## src/rtl/swm_pkg.sv

```systemverilog
// shared types and constants for the sliding window median filter
// no dependencies; imported by swm_cell and sliding_window_median_top
`default_nettype none

package swm_pkg;

	// fixed widths of the ports
	localparam int DATA_W = 32;
	localparam int CFG_W  = 7;

	// per-cell flags seen by the neighbouring cells
	typedef struct packed {
		logic valid;  // cell holds a sample
		logic gt;     // empty, or held value above the incoming sample
		logic evict;  // cell holds the oldest sample of a full window; it leaves when a sample is accepted
	} cell_flags_t;

endpackage

`default_nettype wire

```

## src/rtl/swm_cell.sv

```systemverilog
// one cell of the sorted window: holds a value, its age and a valid bit
// depends on swm_pkg; a row of these cells keeps the window in ascending order
`default_nettype none

module swm_cell
	import swm_pkg::*;
#(
	parameter int SW = 32,
	parameter int AW = 6
) (
	input  wire logic              clk,
	input  wire logic              arst_n,
	input  wire logic              clear,
	input  wire logic              step,
	input  wire logic [SW-1:0]     smp,
	input  wire logic              full,
	input  wire logic [AW-1:0]     age_lim,
	input  wire logic              fill_in,
	input  wire logic              del_in,
	input  wire logic [SW-1:0]     left_val,
	input  wire logic [AW-1:0]     left_age,
	input  wire cell_flags_t       left_flg,
	input  wire logic [SW-1:0]     right_val,
	input  wire logic [AW-1:0]     right_age,
	input  wire cell_flags_t       right_flg,
	output logic [SW-1:0]          val,
	output logic [AW-1:0]          age,
	output cell_flags_t            flg,
	output logic                   del_out
);

	logic              valid_q;
	logic [SW-1:0]     val_q;
	logic [AW-1:0]     age_q;
	logic              stay;
	logic              down;
	logic              up;
	logic              valid_nxt;
	logic [SW-1:0]     val_nxt;
	logic [AW-1:0]     age_nxt;

	always_comb begin
		flg.valid = valid_q;
		flg.gt    = !valid_q || (val_q > smp);
		flg.evict = valid_q && full && (age_q == age_lim);
	end

	assign del_out = del_in | flg.evict;

	// each surviving sample moves by (insert before it) - (delete below it)
	assign stay = valid_q && !flg.evict && (del_in == flg.gt);
	assign down = right_flg.valid && !right_flg.evict && del_out && !right_flg.gt;
	assign up   = left_flg.valid && !left_flg.evict && !del_in && left_flg.gt;

	assign valid_nxt = valid_q || (!full && fill_in);

	always_comb begin
		priority if (stay) begin
			val_nxt = val_q;
			age_nxt = age_q + 1'b1;
		end else if (down) begin
			val_nxt = right_val;
			age_nxt = right_age + 1'b1;
		end else if (up) begin
			val_nxt = left_val;
			age_nxt = left_age + 1'b1;
		end else begin
			val_nxt = smp;
			age_nxt = '0;
		end
	end

	always_ff @(posedge clk or negedge arst_n) begin
		if (!arst_n) begin
			valid_q <= 1'b0;
		end else if (clear) begin
			valid_q <= 1'b0;
		end else if (step) begin
			valid_q <= valid_nxt;
		end
	end

	always_ff @(posedge clk) begin
		if (step && valid_nxt) begin
			val_q <= val_nxt;
			age_q <= age_nxt;
		end
	end

	assign val = val_q;
	assign age = age_q;

endmodule

`default_nettype wire
```

## config.mk

```make
export PLATFORM = sky130hd
export DESIGN_NAME = swm_cell
export DESIGN_NICKNAME = d
export VERILOG_FILES = /design/src/rtl/swm_pkg.sv /design/src/rtl/swm_cell.sv
export SDC_FILE = /design/constraint.sdc
export NUM_CORES = 1
export LEC_CHECK = 0
export ABC_AREA = 1
export BUFFER_PORTS_ARGS = -buffer_cell sky130_fd_sc_hd__buf_2
export CORE_MARGIN = 1
export CORE_UTILIZATION = 30
export DETAILED_ROUTE_END_ITERATION = 7
export MAX_ROUTING_LAYER = met4
export PLACE_DENSITY = 0.58
export SLEW_MARGIN = 40
export SYNTH_ARGS = -nofsm -noshare
export SYNTH_HDL_FRONTEND = slang
export SYNTH_SLANG_ARGS = --single-unit
```

## constraint.sdc

```tcl
create_clock -name clk -period 3.2 [get_ports clk]
set_clock_uncertainty 0.2 [all_clocks]
set_input_delay 0.32 -clock clk [delete_from_list [all_inputs] [get_ports clk]]
set_output_delay 0.32 -clock clk [all_outputs]
set_load 0.03 [all_outputs]
```

* Word level (Yosys, flattened, before mapping)
Index checks and enable logic that the tools add are counted.
** Storage, ports and cells
- Flip-flop bits (word level) :: 39
- Input bits :: 127
- Output and inout port bits :: 42
- Logic and storage cells :: 41
** Cells by class
- Add/sub/neg operators :: 3
- $lt $le $gt $ge :: 1
- Equal/unequal tests :: 2
- Mux-type cells :: 7
- Bitwise operators :: 2
- Reductions and logical operators :: 23
** Operator list (count)
- $mux W32 :: 2
- $gt A32 B32 Y1 :: 1
- $add A6 B1 Y6 const B :: 3
- $mux W6 :: 3
- $logic_and A1 B1 Y1 :: 12
- $logic_not A1 Y1 :: 7
- $eq A6 B6 Y1 :: 1
- $logic_or A1 B1 Y1 :: 2
- $mux W1 :: 2
- $reduce_and A2 Y1 :: 1
- $reduce_bool A2 Y1 :: 1
- $eq A1 B1 Y1 :: 1
- $not A1 Y1 :: 1
- $or A1 B1 Y1 :: 1

* Logic depth before layout (Yosys ltp)
- Depth after elaboration :: 7
- Gate-level depth with buffers :: 18
- Depth with buffers taken out :: 18

* Worst setup path before layout
No wires, ideal clock.
- Path type :: reg2reg
- Start :: register val_q[31] (netlist: val[31])
- End :: register val_q[0] (netlist: val[0]), enable pin
- Setup time :: 392 ps
- Arrival time :: 2541 ps
- Data required time :: 2608 ps
- Setup slack :: 67 ps
- Cell stages (with the launch flop) :: 11
- Path buffers :: 0
- Period minus slack after synthesis :: 3133 ps
- Path through :: edfxtp_1 -> ha_1 -> nand2_1 -> nor2_1 -> nand2_1 -> nor2_1 -> nand2_1 -> nand2_1 -> nand3_1 -> nand3_2 -> and2_1
** On the way
- Cells in the longest elaborated chain, start to end :: 6
** Ends and longest elaborated chain
- from (decl) :: RTL line swm_cell.sv:33 : logic [SW-1:0] val_q;
- from (signal assigned) :: RTL line swm_cell.sv:85 : val_q <= val_nxt;
- $gt A32 B32 Y1 :: RTL line swm_cell.sv:44 : flg.gt = !valid_q || (val_q > smp);
- $logic_or A1 B1 Y1 :: RTL line swm_cell.sv:44
- $eq A1 B1 Y1 :: RTL line swm_cell.sv:51 : assign stay = valid_q && !flg.evict && (del_in == flg.gt);
- $logic_and A1 B1 Y1 :: RTL line swm_cell.sv:51
- $not A1 Y1 (no source line)
- $reduce_and A2 Y1 (no source line)
No other way between the ends.
A chain may end at the register's enable or synchronous reset.

* Worst setup path after layout
- Start :: register val_q[31] (netlist: val[31])
- End :: register val_q[21] (netlist: val[21]), enable pin
Same word-level chain as after synthesis.

==> flow_summary.toml <==
[synthesis]
synth_top_area_cell = "edfxtp_1"
ys_seq_area_share_pct = 35.86
synth_cells = 434
synthDistinctLibCells = 31
netlist.area_leader.share_pct = 35.09
synth_edf_count = 38
synthArstFlopShare_pct = 2.564
synth.area.top_cells = "edfxtp_1, nand2_1, ha_1"
yosys_warnings = 0
synth_seq_cells = 39
synthTopCellsByCount = "nand2_1, nor2_1, inv_1, edfxtp_1, ha_1"
synth.avg_cell_area_um2 = 7.493
yosysMostFrequentCell = "nand2_1"
yosys_most_used_dff = "edfxtp_1"
syn_area_mm2 = 0.003252
synth.net_count = 596

[drt]
wl_um = 8907
num_vias = 3380
drc_errors = 0
topRoutingLayerUsed = "met4"
drt-initial-drc-count = 169
postRouteAntennaNets = 0
wl_met1_um = 3847
wl_met2_um = 4424
wl_met3_um = 582
via_per_inst = 4.586
dr.pass1.iters = 4
wl_per_cell_um = 12.09

[worst_setup_path]
timing.rr.start = "val[31]"
path_cells = "ha_1 > nand2_1 > nor2_1 > nand2_1 > nor2_1 > nand2_1 > nand2_1 > nand3_1 > nand3_2 > and2_2 > buf_4"
critical_path.most_common_cell = "nand2_1"
path_max_fanout = 16
critPathMaxStageDelay_ns = 0.40
end_kind = "register"
arrival_ns = 2.52
cp_slowest_cell = "edfxtp_1"
crit_type = "register to register"
r2r_cells = 11
start_kind = "register"
worstPathRequired_ns = 2.98
r2r_slack_ns = 0.45
cp-startpoint = "val[31]"
r2r_end = "val[21]"

[power_and_ir_drop]
power.leakage_nw = 2.269
power_frac_comb_pct = 28.5
seqPwrFrac_pct = 47.1
vdd_drop_max_mv = 0.1495
p_sw_mw = 0.3997
p_per_area_mw_per_mm2 = 303.4
p_sw_share_pct = 30.66
p_clk_share_pct = 24.4
p_int_mw = 0.9040

[floorplanning]
die_w_um = 106.1
rows = 37
dieArea_mm2 = 0.01126
die_h_um = 106.1
core_area_mm2 = 0.01042
start_util_pct = 31.22
ios = 169

[clocking]
clk_pin_slew_worst_paths_ns = 0.07
cts_buffers = 5
cts.sinks = 39
ctsResizeCount = 0
h-tree-depth = 2
cts_tree = "done"
cts_buffer_depth = 2
cts-root-buf = "clkbuf_8"
clock_latency_ns = 0.28

[sta]
finalCritPeriodShare_pct = 85.81
slew_violations = 0
setup_viol = 0
rsz0062_at_grt = "no"
whs_ns = 0.1264
max_slew_margin_pct = 55.86
fin_crit_ns = 2.746
timing.fmax_mhz = 364.2
fin_setup_tns_ns = 0
tightest_slew_ns = 0.6611
timing_hold_violations_final = 0

[final_layout]
area_growth_pct = 32.13
antenna_cells = 0
nFillCells = 1155
final_layout_size_suffix_gt1_share_pct = 31.28
nets = 762
layout.cells.non_filler = 737
postLayoutCoreUtil_pct = 41.25

[placed_design]
place_inst = 727
place.gp.congestion = 0.7944
place_hpwl_um = 7281
portBuffers = 168

[global_route]
grt_pass1_wl_um = 14280
grt_usage_pct = 16.23
grt_pass1_vias = 3198
antenna_found_initial = 0
grt.overflow.total = 0
grt_start_max_net_pins = 38

[hold_path]
hold_path_startpoint = "fill_in"
min_path_cells = 3
whs_endpoint = "valid_q"
hold_class = "primary input to register"

[run_status]
status = "finished clean"

[job]
maxCapViolCount = 0
## critical path, delay by kind of cell, from the launching register on
family / cells / cell delay (ns)
simple gates: 9 / 1.28
flops: 1 / 0.40
fa+ha+maj: 1 / 0.32
buf+inv: 1 / 0.24
## layout make-up
| class | count | area (um2) | share of cell area (%) |
|---|---|---|---|
| Multi-Input combinational cell | 324 | 1774 | 41.29 |
| Clock inverter | 1 | 5.005 | 0.1165 |
| Sequential cell | 39 | 1166 | 27.14 |
| Inverter | 55 | 206.4 | 4.805 |
| Timing Repair Buffer | 175 | 898.4 | 20.91 |
| Tap cell | 136 | 170.2 | 3.960 |
| Clock buffer | 7 | 76.32 | 1.776 |
## state kept, by name, summed over array words and instances, names as in the netlist
register	count
age	6
val	32
valid_q	1
## how the worst max path moves through the flow
| stage | end | slack, ns | depth (start not counted) |
|---|---|---|---|
| 2_1_floorplan | val[0] | 0.07 | 10 |
| 3_3_place_gp | val[21] | 0.41 | 13 |
| 3_5_place_dp | val[17] | 0.36 | 13 |
| 4_1_cts | val[17] | 0.40 | 11 |
| 5_1_grt | val[0] | 0.11 | 11 |
| 6_report | val[21] | 0.45 | 11 |
## through the flow
step	setup WS (ns)	power, mW	cell area, um2
2_1_floorplan	0.06715	0.8442	3252
3_5_place_dp	0.3580	1.001	4195
4_1_cts	0.3963	1.323	4297
3_3_place_gp	0.4082	0.9934	4195
5_1_grt	0.1063	1.396	4297
6_report	0.4540	1.304	4297
## cells in the final DEF (no fill, tap or decap)
| cell type | count |
|---|---|
| inv_2 | 3 |
| and3_1 | 1 |
| o22ai_1 | 1 |
| nand2_2 | 2 |
| dfrtp_1 | 1 |
| nor3b_2 | 1 |
| nand3b_1 | 1 |
| o21a_1 | 1 |
| nor2_1 | 58 |
| o21ai_1 | 5 |
| nor3b_1 | 1 |
| clkinv_2 | 1 |
| nand3_1 | 12 |
| a21o_1 | 1 |
| a31oi_1 | 32 |
| nand3_2 | 1 |
| dlygate4sd3_1 | 2 |
| a21oi_1 | 17 |
| o21ai_0 | 2 |
| inv_1 | 52 |
| and2_2 | 1 |
| nor2_2 | 1 |
| nand2_1 | 129 |
| clkbuf_1 | 2 |
| ha_1 | 35 |
| edfxtp_1 | 38 |
| buf_4 | 5 |
| nor3_1 | 2 |
| xnor2_1 | 2 |
| clkbuf_8 | 5 |
| buf_2 | 168 |
| xor2_1 | 9 |
| nand4_1 | 9 |
## routing by layer
metal  vias up  GRT usage, %
li1       1770             -
met1      1494         19.34
met2       112         28.80
met3         4         2.759
met4         0         3.075
met5         -             -
## cell families after synthesis
| logic type | synth area share (%) |
|---|---|
| compound gates | 10.50 |
| xor+xnor | 2.963 |
| fa+ha+maj | 13.47 |
| buf+inv | 9.619 |
| flops | 35.86 |
| simple gates | 27.59 |
## power by group through the flow
stage | Clock (mW) | Sequential (mW) | Combinational [mW]
after floorplan | 0 | 0.671 | 0.173
after detailed placement | 0 | 0.626 | 0.374
after CTS | 0.330 | 0.615 | 0.378
after global placement | 0 | 0.625 | 0.369
final | 0.318 | 0.614 | 0.371
after global routing | 0.355 | 0.618 | 0.424
## repair_timing
action | in CTS | in global routing
endpoints found under the hold margin | 2 | 0
buffers inserted | 0 | 0
hold buffers | 2 | 0
No activity file was read; power rests on OpenSTA's default activity.
